### src/mbe_pkg.sv
// shared types and constants for the mandelbrot escape counter
`timescale 1ns / 1ps
`default_nettype none

package mbe_pkg;

   localparam int PIX_W        = 13;
   localparam int CNT_W        = 16;
   localparam int COORD_W      = 32;
   localparam int SPAN_W       = COORD_W + 1;
   localparam int PROD_MAG_W   = PIX_W + COORD_W;
   localparam int Z_W          = 34;
   localparam int SQ_W         = 60;
   localparam int CSR_IDX_W    = 3;
   localparam int CSR_DATA_W   = 32;
   localparam int SIDE_REG_W   = 14;
   localparam int MAX_SIDE_DEF = 8192;
   localparam int QUEUE_DEPTH  = 2;

   // 2.0 in q6.28 and 4.0 in q4.56
   localparam logic signed [Z_W-1:0] Z_TWO   = Z_W'(64'd1 << 29);
   localparam logic [SQ_W-1:0]       FOUR_SQ = SQ_W'(64'd1 << 58);

   localparam logic [CSR_IDX_W-1:0] CSR_REAL_MIN   = 3'd0;
   localparam logic [CSR_IDX_W-1:0] CSR_REAL_MAX   = 3'd1;
   localparam logic [CSR_IDX_W-1:0] CSR_IMAG_MIN   = 3'd2;
   localparam logic [CSR_IDX_W-1:0] CSR_IMAG_MAX   = 3'd3;
   localparam logic [CSR_IDX_W-1:0] CSR_IMG_WIDTH  = 3'd4;
   localparam logic [CSR_IDX_W-1:0] CSR_IMG_HEIGHT = 3'd5;
   localparam logic [CSR_IDX_W-1:0] CSR_ITER_LIMIT = 3'd6;

   typedef enum logic [1:0] {
      F_IDLE,
      F_MUL,
      F_DIV,
      F_PUSH
   } front_state_type;

   typedef enum logic [1:0] {
      B_IDLE,
      B_MUL,
      B_ADD,
      B_OUT
   } back_state_type;

   typedef struct packed {
      logic [PIX_W-1:0]          x;
      logic [PIX_W-1:0]          y;
      logic signed [COORD_W-1:0] c_real;
      logic signed [COORD_W-1:0] c_imag;
   } point_type;

endpackage

`default_nettype wire

### src/mbe_div.sv
// restoring divider, one quotient bit per cycle
`timescale 1ns / 1ps
`default_nettype none

module mbe_div #(
   parameter int   MAX_SIDE = mbe_pkg::MAX_SIDE_DEF,
   localparam int  SIDE_W   = $clog2(MAX_SIDE + 1)
) (
   input  wire logic                          clock,
   input  wire logic                          reset,
   input  wire logic                          load,
   input  wire logic [mbe_pkg::PROD_MAG_W-1:0] dividend,
   input  wire logic [SIDE_W-1:0]             divisor,
   output logic                               done,
   output logic [mbe_pkg::PROD_MAG_W-1:0]     quotient
);
   import mbe_pkg::*;

   localparam int STEP_W = $clog2(PROD_MAG_W + 1);

   logic [PROD_MAG_W-1:0] quo_ff, quo_in;
   logic [SIDE_W-1:0]     rem_ff, rem_in;
   logic [SIDE_W-1:0]     div_ff, div_in;
   logic [STEP_W-1:0]     step_ff, step_in;
   logic                  run_ff, run_in;
   logic                  done_ff, done_in;

   logic [SIDE_W:0]       rem_sh;
   logic                  fits;
   logic [SIDE_W-1:0]     rem_nx;

   always_comb begin
      rem_sh = {rem_ff, quo_ff[PROD_MAG_W-1]};
      fits   = rem_sh >= {1'b0, div_ff};
      rem_nx = fits ? SIDE_W'(rem_sh - {1'b0, div_ff}) : SIDE_W'(rem_sh);
   end

   always_comb begin
      quo_in  = quo_ff;
      rem_in  = rem_ff;
      div_in  = div_ff;
      step_in = step_ff;
      run_in  = run_ff;
      done_in = 1'b0;
      if (load) begin
         quo_in  = dividend;
         rem_in  = '0;
         div_in  = divisor;
         step_in = STEP_W'(PROD_MAG_W);
         run_in  = 1'b1;
      end else if (run_ff) begin
         quo_in  = {quo_ff[PROD_MAG_W-2:0], fits};
         rem_in  = rem_nx;
         step_in = step_ff - STEP_W'(1);
         run_in  = step_ff != STEP_W'(1);
         done_in = step_ff == STEP_W'(1);
      end
   end

   always_ff @(posedge clock) begin
      if (reset) begin
         run_ff  <= 1'b0;
         done_ff <= 1'b0;
      end else begin
         run_ff  <= run_in;
         done_ff <= done_in;
      end
      quo_ff  <= quo_in;
      rem_ff  <= rem_in;
      div_ff  <= div_in;
      step_ff <= step_in;
   end

   assign done     = done_ff;
   assign quotient = quo_ff;

endmodule

`default_nettype wire

### src/mbe_front.sv
// front end: accepts a pixel and maps it into the complex plane
`timescale 1ns / 1ps
`default_nettype none

module mbe_front #(
   parameter int   MAX_SIDE = mbe_pkg::MAX_SIDE_DEF,
   localparam int  SIDE_W   = $clog2(MAX_SIDE + 1)
) (
   input  wire logic                              clock,
   input  wire logic                              reset,
   input  wire logic                              start,
   output logic                                   busy,
   input  wire logic [mbe_pkg::PIX_W-1:0]         pixel_x,
   input  wire logic [mbe_pkg::PIX_W-1:0]         pixel_y,
   input  wire logic signed [mbe_pkg::COORD_W-1:0] real_min,
   input  wire logic signed [mbe_pkg::COORD_W-1:0] real_max,
   input  wire logic signed [mbe_pkg::COORD_W-1:0] imag_min,
   input  wire logic signed [mbe_pkg::COORD_W-1:0] imag_max,
   input  wire logic [SIDE_W-1:0]                 side_w,
   input  wire logic [SIDE_W-1:0]                 side_h,
   output logic                                   push,
   output mbe_pkg::point_type                     push_data,
   input  wire logic                              full
);
   import mbe_pkg::*;

   localparam int PROD_W = PIX_W + 1 + SPAN_W;
   localparam int SUM_W  = PROD_MAG_W + 2;

   front_state_type state_ff, state_in;

   logic [PIX_W-1:0]          x_ff, y_ff;
   logic signed [SPAN_W-1:0]  span_re_ff, span_im_ff;
   logic [COORD_W-1:0]        base_re_ff, base_im_ff;
   logic [SIDE_W-1:0]         side_w_ff, side_h_ff;
   logic                      neg_re_ff, neg_im_ff;

   logic signed [PROD_W-1:0]  prod_re, prod_im;
   logic [PROD_W-1:0]         mag_re, mag_im;
   logic                      div_load;
   logic                      done_re, done_im;
   logic [PROD_MAG_W-1:0]     quo_re, quo_im;
   logic [SUM_W-1:0]          sum_re, sum_im;

   function automatic logic [COORD_W-1:0] sat_coord(input logic [SUM_W-1:0] v);
      logic [SUM_W-COORD_W:0] top;
      top = v[SUM_W-1:COORD_W-1];
      if (top == '0 || top == '1)
         return v[COORD_W-1:0];
      else if (v[SUM_W-1])
         return {1'b1, {(COORD_W-1){1'b0}}};
      else
         return {1'b0, {(COORD_W-1){1'b1}}};
   endfunction

   always_comb begin
      state_in = state_ff;
      unique case (state_ff)
         F_IDLE: if (start) state_in = F_MUL;
         F_MUL:  state_in = F_DIV;
         F_DIV:  if (done_re) state_in = F_PUSH;
         F_PUSH: if (!full) state_in = F_IDLE;
         default: state_in = F_IDLE;
      endcase
   end

   always_comb begin
      busy     = state_ff != F_IDLE;
      div_load = state_ff == F_MUL;
      push     = state_ff == F_PUSH && !full;
   end

   // signed products and their magnitudes
   always_comb begin
      prod_re = $signed({1'b0, x_ff}) * span_re_ff;
      prod_im = $signed({1'b0, y_ff}) * span_im_ff;
      mag_re  = prod_re[PROD_W-1] ? PROD_W'(-prod_re) : PROD_W'(prod_re);
      mag_im  = prod_im[PROD_W-1] ? PROD_W'(-prod_im) : PROD_W'(prod_im);
   end

   // real adds the quotient, imaginary subtracts it
   always_comb begin
      sum_re = {{(SUM_W-COORD_W){base_re_ff[COORD_W-1]}}, base_re_ff}
             + (neg_re_ff ? SUM_W'(-{2'b0, quo_re}) : {2'b0, quo_re});
      sum_im = {{(SUM_W-COORD_W){base_im_ff[COORD_W-1]}}, base_im_ff}
             + (neg_im_ff ? {2'b0, quo_im} : SUM_W'(-{2'b0, quo_im}));
      push_data.x      = x_ff;
      push_data.y      = y_ff;
      push_data.c_real = sat_coord(sum_re);
      push_data.c_imag = sat_coord(sum_im);
   end

   always_ff @(posedge clock) begin
      if (reset) begin
         state_ff <= F_IDLE;
      end else begin
         state_ff <= state_in;
      end
      if (state_ff == F_IDLE && start) begin
         x_ff       <= pixel_x;
         y_ff       <= pixel_y;
         span_re_ff <= {real_max[COORD_W-1], real_max} - {real_min[COORD_W-1], real_min};
         span_im_ff <= {imag_max[COORD_W-1], imag_max} - {imag_min[COORD_W-1], imag_min};
         base_re_ff <= real_min;
         base_im_ff <= imag_max;
         side_w_ff  <= side_w;
         side_h_ff  <= side_h;
      end
      if (state_ff == F_MUL) begin
         neg_re_ff <= prod_re[PROD_W-1];
         neg_im_ff <= prod_im[PROD_W-1];
      end
   end

   mbe_div #(.MAX_SIDE(MAX_SIDE)) u_div_re (
      .clock    (clock),
      .reset    (reset),
      .load     (div_load),
      .dividend (mag_re[PROD_MAG_W-1:0]),
      .divisor  (side_w_ff),
      .done     (done_re),
      .quotient (quo_re)
   );

   mbe_div #(.MAX_SIDE(MAX_SIDE)) u_div_im (
      .clock    (clock),
      .reset    (reset),
      .load     (div_load),
      .dividend (mag_im[PROD_MAG_W-1:0]),
      .divisor  (side_h_ff),
      .done     (done_im),
      .quotient (quo_im)
   );

   a_div_lockstep: assert property (@(posedge clock) disable iff (reset)
      done_re == done_im)
      else $error("dividers out of step");

endmodule

`default_nettype wire

### config.mk
export PLATFORM = sky130hd
export DESIGN_NAME = mbe_front
export DESIGN_NICKNAME = d
export VERILOG_FILES = /design/src/mbe_pkg.sv /design/src/mbe_div.sv /design/src/mbe_front.sv
export SDC_FILE = /design/constraint.sdc
export NUM_CORES = 2
export LEC_CHECK = 0
export BUFFER_PORTS_ARGS = -buffer_cell sky130_fd_sc_hd__buf_2
export CAP_MARGIN = 20
export CORE_MARGIN = 4
export CORE_UTILIZATION = 52
export CTS_CLUSTER_DIAMETER = 80
export DETAILED_ROUTE_END_ITERATION = 8
export PLACE_DENSITY = 0.69
export REMOVE_ABC_BUFFERS = 1
export SYNTH_ARGS = -nofsm -noshare
export SYNTH_HDL_FRONTEND = slang
export SYNTH_SLANG_ARGS = --single-unit
export TNS_END_PERCENT = 5
### constraint.sdc
create_clock -name clock -period 10.1 [get_ports clock]
set_input_delay 3.03 -clock clock [delete_from_list [all_inputs] [get_ports clock]]
set_output_delay 3.03 -clock clock [all_outputs]
set_load 0.02 [all_outputs]
==> reports/metrics.csv <==
metric;value;unit
min_period_over_period;0.970;
wire_length_of_the_first_global_routing_pass;257000;µm
synth-seq-cells;349;
die_outline_area;0.116;mm²
layout_min_cycle_time;9.80;ns
yosys.area_share.simple;0.170;
met2_length;74300;µm
critical_path.endpoint_type;output port;
dpl.hpwl;130000;µm
grt_overflow;0;
synth_top_family_by_area;adder cells;
syn_to_final_growth;8.10;%
most-common-layout-cells;inv_1 (1097), fa_1 (784), nand2_1 (685), and2_1 (457), ha_1 (409);
globalRouteTotalUtil;0.276;
port-buffer-count;277;
ys.flop_type;edfxtp_1;
antenna_left;0;
synth-edff-count;304;
hold_path_class;flop to flop;
critPathMaxFanout;20;
worst-slew-pin-transition;1.07;ns
yosysWarnings;0;
cts_max_path_buffers;3;
ios;278;
critical_path_class;flop to output port;
detail_route.first_pass.iterations;6;
synthesis.area_per_instance;8.83;µm²
met1Wirelength;69000;µm
finalSetupTns;0;ns
timing_hold_violations_final;0;
timing.clock.skew;0.0380;ns
clkSlewWorstSetupHoldPaths;0.06;ns
fp.coreArea;0.109;mm²
tritoncts;built;
critPathArrivalTime;6.77;ns
max_cap_check_violation_count;0;
synth-compound-area-share;0.135;
numClockSinks;349;
netlist-cell-type-count;101;
run_status;completed;
first_global_vias;47000;
max_transition_margin;0.288;
antenna_found_initial;13;
worst_skew_pair.late_latency;0.65;ns
die_w;341;µm
finalWeightedCongestion;0.961;
final_nets;8044;
final-setup-viol-count;0;
row_count;121;
detail_route.wl_per_cell;19.5;µm
rsz_0062_raised_after_global_routing;false;
totalWireLength;160000;µm
cts_hold_buffers;0;
cp.required;7.07;ns
clock_tree.htree_level_count;2;
post-route-drc-count;0;
seq_area_frac_synth;0.174;
synth_cells;6528;
grt_max_degree;79;
worstReg2RegStart;y_ff[3]$_DFFE_PP_;
top_signal_layer_used;met4;
met3WireLength;12400;µm
holdCritStartpoint;side_h_ff[13]$_DFFE_PP_;
iter_0_drt_violations;3297;
cts_root_buffer;clkbuf_16;
vias;46300;
post_synth_instance_area;0.0576;mm²
fillCellCount;9900;
cp-startpoint;u_div_im.quotient[4]$_DFFE_PP_;
yosys.area_share.adder;0.362;
start_util;0.527;
final_max_slew_viol_count;0;
synth.mux.area_fraction;0.00840;
achievable-frequency;102;MHz
layout_commonest_cell;inv_1;
cts-buffers-inserted;49;
asyncSetResetFlopFracSynth;0;
synthXorXnorAreaFrac;0.0603;
vias_per_cell;5.65;
category_of_the_worst_setup_path_launch_point;flop;
die_height;341;µm
share_of_cells_above_drive_strength_1;0.0895;
==> critical path, stage by stage (launching register included) <==
cell and delay [ns]:
edfxtp_1 0.43, or3_1 0.41, or3_4 0.37, nor4_4 0.24
nand3b_1 0.16, nor3b_1 0.20, buf_4 0.19, a21oi_1 0.08
xor2_1 0.16, ha_2 0.34, and2_1 0.21, a222oi_1 0.33
a21oi_1 0.18, a221o_1 0.38, o2111ai_2 0.24, nand2_2 0.18
mux2i_1 0.20, or4_1 0.46, or3_1 0.31, nor4_1 0.18
a21oi_1 0.19, buf_6 0.24, o21ai_0 0.20, buf_2 0.20
==> synthesized netlist by cell type (71+ instances only) <==
cell type	n	area, µm²
edfxtp_1	304	9130
xnor2_1	248	2170
clkbuf_1	257	965
xor2_1	149	1310
nor3_1	91	455
nand3_1	71	355
inv_1	1097	4120
nand2_1	688	2580
ha_1	413	5170
and2_1	459	2870
a21o_1	117	878
a21oi_1	371	1860
fa_1	784	15700
o21ai_0	202	1010
nor2_1	344	1290
==> layer usage <==
layer | global-route usage | up-vias
met3 | 0.0457 | 201
li1 | - | 21600
met1 | 0.379 | 23000
met2 | 0.459 | 1461
met4 | 0.0674 | 0
met5 | 0 | -
==> through the flow <==
step | worst slack [ns] | utilization | hold WS (ns) | std cells | area [µm²]
global placement | 0.637 | 0.551 | 0.403 | 8073 | 60300
CTS | 0.0209 | 0.566 | 0.419 | 8165 | 62000
detailed placement | 0.468 | 0.551 | 0.405 | 8073 | 60300
finish | 0.304 | 0.569 | 0.416 | 8190 | 62300
floorplan | 0.945 | - | 0.400 | 6257 | 56600
global route | 0.00210 | 0.569 | 0.427 | 8177 | 62300
==> flip-flops by register name, summed over array words and instances, names as in the netlist <==
register	cells
x_ff	13
base_im_ff	32
side_w_ff	14
u_div_re.rem_ff	14
state_ff	2
y_ff	13
u_div_re.div_ff	14
span_re_ff	33
side_h_ff	14
u_div_re.quotient	45
u_div_re.step_ff	6
u_div_im.run_ff	1
base_re_ff	32
neg_im_ff	1
u_div_im.quotient	45
u_div_re.run_ff	1
u_div_im.rem_ff	14
span_im_ff	33
u_div_im.step_ff	6
u_div_re.done	1
neg_re_ff	1
u_div_im.div_ff	14
==> timing repair <==
item,4_1_cts,5_1_grt
gates cloned,0,0
pin swaps,0,5
buffers inserted,1,10
setup endpoints to repair,61,63
resized for setup,13,36
==> cell families after synthesis <==
| kind of cell | count (synthesis) |
|---|---|
| buffers and inverters | 1370 |
| muxes | 46 |
| adders and majority gates | 1197 |
| and+or+nand+nor | 1980 |
| xor gates and xnor gates | 397 |
| DFF | 349 |
| AOI/OAI and AO/OA | 1189 |
==> final timing paths <==
check | to | slack (ns) | cells past startpoint
hold / removal | u_div_im.div_ff[13]$_DFFE_PP_ | 0.42 | 0
setup reg to reg | u_div_im.quotient[38]$_DFFE_PP_ | 1.04 | 27
hold reg to reg | u_div_im.div_ff[13]$_DFFE_PP_ | 0.42 | 0
setup / recovery | push_data[28] | 0.30 | 23
==> cell type report <==
| type | count | area [µm²] | area share |
|---|---|---|---|
| Inverter | 1099 | 4130 | 0.0662 |
| Antenna cell | 13 | 32.5 | 0.000522 |
| Clock inverter | 35 | 338 | 0.00542 |
| Sequential cell | 349 | 10000 | 0.161 |
| Multi-Input combinational cell | 4809 | 42700 | 0.685 |
| Tap cell | 1476 | 1850 | 0.0296 |
| Timing Repair Buffer | 353 | 2000 | 0.0322 |
| Clock buffer | 56 | 1270 | 0.0204 |
Power is not shown: default switching activity piles up to over one toggle a cycle in this logic, so the estimate is an artifact.
