**config.mk**
```make
export PLATFORM = sky130hd
export DESIGN_NAME = mbe_fifo
export DESIGN_NICKNAME = d
export VERILOG_FILES = /design/src/mbe_pkg.sv /design/src/mbe_fifo.sv
export SDC_FILE = /design/constraint.sdc
export NUM_CORES = 1
export LEC_CHECK = 0
export BUFFER_PORTS_ARGS = -buffer_cell sky130_fd_sc_hd__buf_2
export CORE_UTILIZATION = 56
export CTS_CLUSTER_DIAMETER = 100
export CTS_CLUSTER_SIZE = 16
export DETAILED_ROUTE_END_ITERATION = 8
export PLACE_DENSITY_LB_ADDON = 0.15
export SKIP_LAST_GASP = 1
export SYNTH_ARGS = -nofsm -noshare
export SYNTH_HDL_FRONTEND = slang
export SYNTH_SLANG_ARGS = --single-unit
export TNS_END_PERCENT = 100
```
**constraint.sdc**
```tcl
create_clock -name clock -period 12.83 [get_ports clock]
set_input_delay 1.283 -clock clock [delete_from_list [all_inputs] [get_ports clock]]
set_output_delay 1.283 -clock clock [all_outputs]
set_load 0.03 [all_outputs]
```
**src/mbe_pkg.sv**
```systemverilog
// shared types and constants for the mandelbrot escape counter
`timescale 1ns / 1ps
`default_nettype none

package mbe_pkg;

   localparam int PIX_W        = 13;
   localparam int CNT_W        = 16;
   localparam int COORD_W      = 32;
   localparam int SPAN_W       = COORD_W + 1;
   localparam int PROD_MAG_W   = PIX_W + COORD_W;
   localparam int Z_W          = 34;
   localparam int SQ_W         = 60;
   localparam int CSR_IDX_W    = 3;
   localparam int CSR_DATA_W   = 32;
   localparam int SIDE_REG_W   = 14;
   localparam int MAX_SIDE_DEF = 8192;
   localparam int QUEUE_DEPTH  = 2;

   // 2.0 in q6.28 and 4.0 in q4.56
   localparam logic signed [Z_W-1:0] Z_TWO   = Z_W'(64'd1 << 29);
   localparam logic [SQ_W-1:0]       FOUR_SQ = SQ_W'(64'd1 << 58);

   localparam logic [CSR_IDX_W-1:0] CSR_REAL_MIN   = 3'd0;
   localparam logic [CSR_IDX_W-1:0] CSR_REAL_MAX   = 3'd1;
   localparam logic [CSR_IDX_W-1:0] CSR_IMAG_MIN   = 3'd2;
   localparam logic [CSR_IDX_W-1:0] CSR_IMAG_MAX   = 3'd3;
   localparam logic [CSR_IDX_W-1:0] CSR_IMG_WIDTH  = 3'd4;
   localparam logic [CSR_IDX_W-1:0] CSR_IMG_HEIGHT = 3'd5;
   localparam logic [CSR_IDX_W-1:0] CSR_ITER_LIMIT = 3'd6;

   typedef enum logic [1:0] {
      F_IDLE,
      F_MUL,
      F_DIV,
      F_PUSH
   } front_state_type;

   typedef enum logic [1:0] {
      B_IDLE,
      B_MUL,
      B_ADD,
      B_OUT
   } back_state_type;

   typedef struct packed {
      logic [PIX_W-1:0]          x;
      logic [PIX_W-1:0]          y;
      logic signed [COORD_W-1:0] c_real;
      logic signed [COORD_W-1:0] c_imag;
   } point_type;

endpackage

`default_nettype wire

```
**src/mbe_fifo.sv**
```systemverilog
// short queue of mapped points between front and back
`timescale 1ns / 1ps
`default_nettype none

module mbe_fifo (
   input  wire logic               clock,
   input  wire logic               reset,
   input  wire logic               push,
   input  wire mbe_pkg::point_type push_data,
   output logic                    full,
   input  wire logic               pop,
   output mbe_pkg::point_type      pop_data,
   output logic                    empty
);
   import mbe_pkg::*;

   localparam int PTR_W = (QUEUE_DEPTH > 1) ? $clog2(QUEUE_DEPTH) : 1;
   localparam int CNT_Q_W = $clog2(QUEUE_DEPTH + 1);

   point_type            mem_ff [QUEUE_DEPTH];
   logic [PTR_W-1:0]     wr_ptr_ff, wr_ptr_in;
   logic [PTR_W-1:0]     rd_ptr_ff, rd_ptr_in;
   logic [CNT_Q_W-1:0]   count_ff, count_in;

   always_comb begin
      full     = count_ff == CNT_Q_W'(QUEUE_DEPTH);
      empty    = count_ff == '0;
      pop_data = mem_ff[rd_ptr_ff];
   end

   always_comb begin
      wr_ptr_in = wr_ptr_ff;
      rd_ptr_in = rd_ptr_ff;
      count_in  = count_ff;
      if (push)
         wr_ptr_in = (wr_ptr_ff == PTR_W'(QUEUE_DEPTH - 1)) ? '0 : wr_ptr_ff + PTR_W'(1);
      if (pop)
         rd_ptr_in = (rd_ptr_ff == PTR_W'(QUEUE_DEPTH - 1)) ? '0 : rd_ptr_ff + PTR_W'(1);
      if (push && !pop)
         count_in = count_ff + CNT_Q_W'(1);
      else if (pop && !push)
         count_in = count_ff - CNT_Q_W'(1);
   end

   always_ff @(posedge clock) begin
      if (reset) begin
         wr_ptr_ff <= '0;
         rd_ptr_ff <= '0;
         count_ff  <= '0;
      end else begin
         wr_ptr_ff <= wr_ptr_in;
         rd_ptr_ff <= rd_ptr_in;
         count_ff  <= count_in;
      end
      if (push)
         mem_ff[wr_ptr_ff] <= push_data;
   end

   a_no_overrun: assert property (@(posedge clock) disable iff (reset)
      count_ff <= CNT_Q_W'(QUEUE_DEPTH) && !(pop && empty))
      else $error("queue overrun or underrun");

endmodule

`default_nettype wire

```
==> results of run 1 <==
layer usage:
metal / up-vias / GRT usage, % / wire [um]
met4: 0 / 7.30 / 105
met2: 106 / 32.8 / 6200
met3: 9 / 7.73 / 858
met5: - / 0 / 0
met1: 1617 / 21.0 / 4170
li1: 1589 / - / -
registers in the layout, indices dropped and copies added, names as in the netlist, named ones only:
name / cells
count_ff: 2
rd_ptr_ff: 1
wr_ptr_ff: 1
mem_ff: 180
final cells by class:
cell class | count | share of cell area [%]
sequential | 185 | 66.1
multi-input combinational | 106 | 13.5
timing repair buffer | 188 | 11.4
clock buffer | 23 | 5.62
tap | 143 | 2.15
clock inverter | 9 | 1.17
inverter | 1 | 0.0450
Yosys cell counts:
master / number
or3_1: 1
xor2_1: 2
buf_4: 1
inv_1: 1
edfxtp_1: 180
xnor2_1: 2
dfxtp_1: 5
nor2b_1: 1
buf_6: 9
a21oi_1: 1
nor2_1: 5
o21ai_0: 1
mux2_2: 90
and2_1: 1
ha_1: 1
and2b_2: 1
placed cells by master, fill, tap and decap left out, types with 2 or more instances in the layout:
| cell type | count |
|---|---|
| bufinv_16 | 2 |
| clkbuf_1 | 4 |
| mux2_2 | 90 |
| clkbuf_8 | 2 |
| dfxtp_1 | 4 |
| clkinv_2 | 6 |
| clkbuf_16 | 17 |
| xor2_1 | 2 |
| buf_2 | 185 |
| xnor2_1 | 2 |
| nor2_1 | 5 |
| buf_4 | 3 |
| edfxtp_1 | 180 |
stage by stage:
step           cell area, um^2  hold WS, ns  setup slack (ns)  power [mW]  std cells
6_report                  8330        0.532              9.14        1.39        655
3_3_place_gp              7770        0.481              9.55       0.915        623
5_1_grt                   8330        0.565              8.99        1.44        655
3_5_place_dp              7770        0.501              9.56       0.919        623
4_1_cts                   8330        0.528              9.10        1.41        655
2_1_floorplan             6740        0.461              7.07       0.865        302
cells by family after synthesis:
logic type | share of synthesized area, %
flip-flops | 81.7
multiplexers | 15.0
buffers and inverters | 1.67
AND/OR/NAND/NOR | 0.688
XOR/XNOR | 0.520
AO/OA/AOI/OAI | 0.148
adder cells (fa/ha/maj) | 0.186
how the worst min path moves through the flow:
stage | slack, ns | end
final | 0.53 | rd_ptr_ff
after global placement | 0.48 | count_ff[1]
after CTS | 0.53 | rd_ptr_ff
after detailed placement | 0.50 | rd_ptr_ff
after global routing | 0.56 | rd_ptr_ff
after floorplan | 0.46 | count_ff[1]
where the power goes:
| part | switching (mW) | leakage (nW) | internal [mW] |
|---|---|---|---|
| Sequential | 0.0138 | 1.73 | 0.706 |
| Combinational | 0.119 | 1.14 | 0.0659 |
| Clock | 0.194 | 0.280 | 0.295 |
| Total | 0.327 | 3.15 | 1.07 |
critical path, cell delays in order (launching register included):
cell and delay (ns):
dfxtp_4 0.71, buf_4 0.61, mux2_2 0.42, buf_2 0.18
==> results.sh, run 1 <==
export IMPL_outcome="finished, violations left"
export IMPL_violations="DRC"
export IMPL_core_area_um2=11600
export IMPL_ir_drop_mv=0.121
export IMPL_io_pins=186
export IMPL_grt_pass1_wl_um=17100
export IMPL_routed_wl_um=11300
export IMPL_row_count=39
export IMPL_syn_area_per_cell_um2=22.3
export IMPL_finalSetupViolCount=0
export IMPL_vias_per_cell=5.07
export IMPL_hp_class="reg -> reg"
export IMPL_start_kind="register"
export IMPL_fin_crit_ns=3.69
export IMPL_cts_setup_buffers=0
export IMPL_cts_root_buf="clkbuf_16"
export IMPL_clock_sinks=185
export IMPL_leakagePower_nw=3.15
export IMPL_rr_worst_depth=2
export IMPL_start_util_pct=58.2
export IMPL_multiInputGateArea_um2=1130
export IMPL_finalMaxSlewViolations=0
export IMPL_dpl_hpwl_um=7490
export IMPL_powerDensity_nw_per_um2=167
export IMPL_yosysSeqAreaShare_pct=81.7
export IMPL_rr_endpoint="mem_ff[1][56]"
export IMPL_synth_cell_type_count=16
export IMPL_clk_pin_slew_ns=0.06
export IMPL_synth_top_area_share_pct=80.3
export IMPL_ys_ff_latch=185
export IMPL_synth_area_leaders="edfxtp_1 80%, mux2_2 15%, buf_6 1.5%, dfxtp_1 1.5%, nor2_1 0.28%"
export IMPL_antennaDiodeCount=0
export IMPL_die_area_um2=12500
export IMPL_crit_type="reg -> out"
export IMPL_clk_latency_ns=0.41
export IMPL_rsz0062_at_grt="no"
export IMPL_regToRegSetupSlack_ns=10.82
export IMPL_final_core_util_pct=72.1
export IMPL_netlist_instances=302
export IMPL_r2r_start="wr_ptr_ff"
export IMPL_slew_headroom_pct=20.9
export IMPL_critPathCaptureType="output pin"
export IMPL_htreeDepth=4
export IMPL_min_delay_path_depth=2
export IMPL_wire_per_inst_um=17.3
export IMPL_drt_iter0_drc=188
export IMPL_yosysWarnings=0
export IMPL_final_nets=594
export IMPL_min_delay_start="rd_ptr_ff"
export IMPL_grt_pass1_vias=3413
export IMPL_cts_resized=0
export IMPL_grt_usage_pct=19.0
export IMPL_required_ns=11.55
export IMPL_firstDrtPassIters=6
export IMPL_clock_fmax_mhz=271
export IMPL_place_gp_congestion=0.703
export IMPL_synth_area_leader_cell="edfxtp_1"
export IMPL_drc=11
export IMPL_worstPathMaxFanout=47
export IMPL_areaGrowthSynthToFinish_pct=23.7
export IMPL_period_share_pct=28.7
export IMPL_die_h_um=112
export IMPL_finalHoldViolCount=0
export IMPL_drtAntennaViolNets=0
export IMPL_cts_made_buffers=17
export IMPL_grt_max_degree=91
export IMPL_ctsHoldBuffers=0
export IMPL_skew_ns=0.00383
export IMPL_register_area_um2=5510
export IMPL_endpoint="pop_data[31]"
export IMPL_clockBufferDepth=2
export IMPL_dr_total_vias=3321
export IMPL_fillers=755
export IMPL_crit_arrival_ns=2.40
export IMPL_synth_nets=397
export IMPL_layout_drive_gt1_share_pct=60.5
export IMPL_die_w_um=112
export IMPL_portBuffers=185
export IMPL_syn_area_um2=6740
export IMPL_cts_tree="built"
export IMPL_antenna_found_initial=0
export IMPL_drv_cap=0
export IMPL_tns_ns=0
export IMPL_worst_slew_pin_slew_ns=1.19
export IMPL_overflow=0
(Power assumes the default switching activity.)
==> run 2: changes to the inputs <==
Settings changed: CORE_UTILIZATION 56 to 47.
Clock period 12.83 ns to 3.2 ns, I/O delays scaled along.
==> run 2 against run 1 <==
Effect of this change: the run now ends clean; final cell count increased by 5.8%; clock skew rose by 0.0011 ns; die area grew 19%; setup slack lost 8.4 ns; flip-flop and latch count did not move; global-route usage is 3.1 points lower; clock power increased to 4.3 times the previous value; critical path depth is the same; sequential power increased to 4.0 times the previous value; via count increased by 3.0%; hold slack got worse by 0.44 ns; highest routed layer unchanged.
==> results.sh, run 2 (synthesized netlist as in run 1, its figures left out) <==
export IMPL_finalSetupViolCount=0
export IMPL_required_ns=2.88
export IMPL_period_share_pct=75.8
export IMPL_skew_ns=0.00490
export IMPL_dr_total_vias=3420
export IMPL_drc=0
export IMPL_dpl_hpwl_um=7400
export IMPL_fillers=1057
export IMPL_cp_cell_sequence="buf_12, mux2_2, buf_2"
export IMPL_fin_crit_ns=2.43
export IMPL_die_area_um2=14800
export IMPL_finalHoldViolCount=0
export IMPL_ctsHoldBuffers=0
export IMPL_grt_pass1_wl_um=17000
export IMPL_place_gp_congestion=0.690
export IMPL_leakagePower_nw=3.17
export IMPL_critPathCaptureType="output pin"
export IMPL_grt_pass1_vias=3490
export IMPL_firstDrtPassIters=4
export IMPL_drt_iter0_drc=178
export IMPL_grt_max_degree=49
export IMPL_cts_root_buf="clkbuf_16"
export IMPL_overflow=0
export IMPL_wire_per_inst_um=16.5
export IMPL_row_count=43
export IMPL_worst_slew_pin_slew_ns=0.683
export IMPL_final_common_cell="buf_2"
export IMPL_vias_per_cell=4.94
export IMPL_largest_reg_flops=180
export IMPL_drv_cap=0
export IMPL_core_area_um2=13900
export IMPL_ir_drop_mv=0.494
export IMPL_cts_setup_buffers=0
export IMPL_cts_resized=0
export IMPL_fin_cells=693
export IMPL_clk_latency_ns=0.41
export IMPL_cp_slowest_cell="dfxtp_4"
export IMPL_htreeDepth=4
export IMPL_reg_largest_list="mem_ff (180), count_ff (2)"
export IMPL_crit_arrival_ns=2.11
export IMPL_outcome="completed"
export IMPL_io_pins=186
export IMPL_min_delay_path_depth=1
export IMPL_die_w_um=122
export IMPL_cts_made_buffers=17
export IMPL_layout_drive_gt1_share_pct=60.2
export IMPL_grt_usage_pct=15.9
export IMPL_final_cell_mix="185 x buf_2, 180 x edfxtp_1, 90 x mux2_2"
export IMPL_finalMaxSlewViolations=0
export IMPL_clk_pin_slew_ns=0.06
export IMPL_dp_cells=661
export IMPL_hp_class="in -> reg"
export IMPL_clock_sinks=185
export IMPL_worstPathMaxFanout=48
export IMPL_powerDensity_nw_per_um2=676
export IMPL_drtAntennaViolNets=0
export IMPL_start_util_pct=48.3
export IMPL_rr_worst_depth=2
export IMPL_final_nets=595
export IMPL_antenna_found_initial=1
export IMPL_clock_fmax_mhz=412
export IMPL_tns_ns=0
export IMPL_clockBufferDepth=2
export IMPL_areaGrowthSynthToFinish_pct=25.3
export IMPL_portBuffers=185
export IMPL_start_kind="register"
export IMPL_rsz0062_at_grt="no"
export IMPL_regMostFlops="mem_ff"
export IMPL_cts_tree="built"
export IMPL_routed_wl_um=11400
export IMPL_die_h_um=122
export IMPL_slowest_delay_ns=0.74
export IMPL_slew_headroom_pct=54.5
export IMPL_crit_type="reg -> out"
## run 2: cell count changes in the layout (fill, tap and decap cells not counted)
cell | before | now
clkinv_1 | 0 | 3
clkinv_2 | 6 | 3
buf_12 | 0 | 2
bufinv_16 | 2 | 4
clkbuf_8 | 2 | 0
buf_4 | 3 | 2
clkbuf_1 | 4 | 3
diode_2 | 0 | 1
## run 2: metal layers
layer	global-route usage [%]	up-vias	wire length [um]
li1	-	1590	-
met5	0	-	0
met3	5.06	14	683
met4	7.18	0	154
met2	27.9	111	6060
met1	17.5	1705	4510
## run 2: path summary, 6_finish.rpt
check,from,end,slack [ns]
worst max-delay path,register,pop_data[14],0.77
worst min register to register,count_ff[1],count_ff[1],0.51
worst max register to register,wr_ptr_ff,mem_ff[1][63],1.46
worst min-delay path,push_data[58],mem_ff[0][58],0.09
## run 2: where the power goes
part	internal, mW	switching [mW]
combinational	0.271	0.480
sequential	2.83	0.0543
clock	1.29	0.787
total	4.39	1.32
## run 2: metrics by stage
step	hold WS, ns	worst slack [ns]	area (um^2)	util, %	power [mW]
after floorplan	0.389	0.0899	6740	-	3.46
after global placement	0.477	1.20	7850	56.3	3.68
after detailed placement	0.502	1.18	7850	56.3	3.69
after CTS	0.0719	0.735	8440	60.5	5.77
after global routing	0.0727	0.676	8440	60.5	5.91
final	0.0930	0.775	8440	60.6	5.71
## run 2: cell type report
| type | instances | area, um^2 | area share, % |
|---|---|---|---|
| flip-flops and latches | 185 | 5510 | 65.3 |
| clock buffers | 20 | 437 | 5.17 |
| multi-input cells | 106 | 1130 | 13.4 |
| repair buffers | 189 | 981 | 11.6 |
| well taps | 180 | 225 | 2.67 |
| diodes | 1 | 2.50 | 0.0297 |
| clock inverters | 11 | 154 | 1.82 |
| inverters | 1 | 3.75 | 0.0445 |
## run 2: critical path: cells and delay by family (launching register included)
| kind | cells | cell delay [ns] |
|---|---|---|
| DFF | 1 | 0.74 |
| buffers and inverters | 2 | 0.52 |
| muxes | 1 | 0.39 |
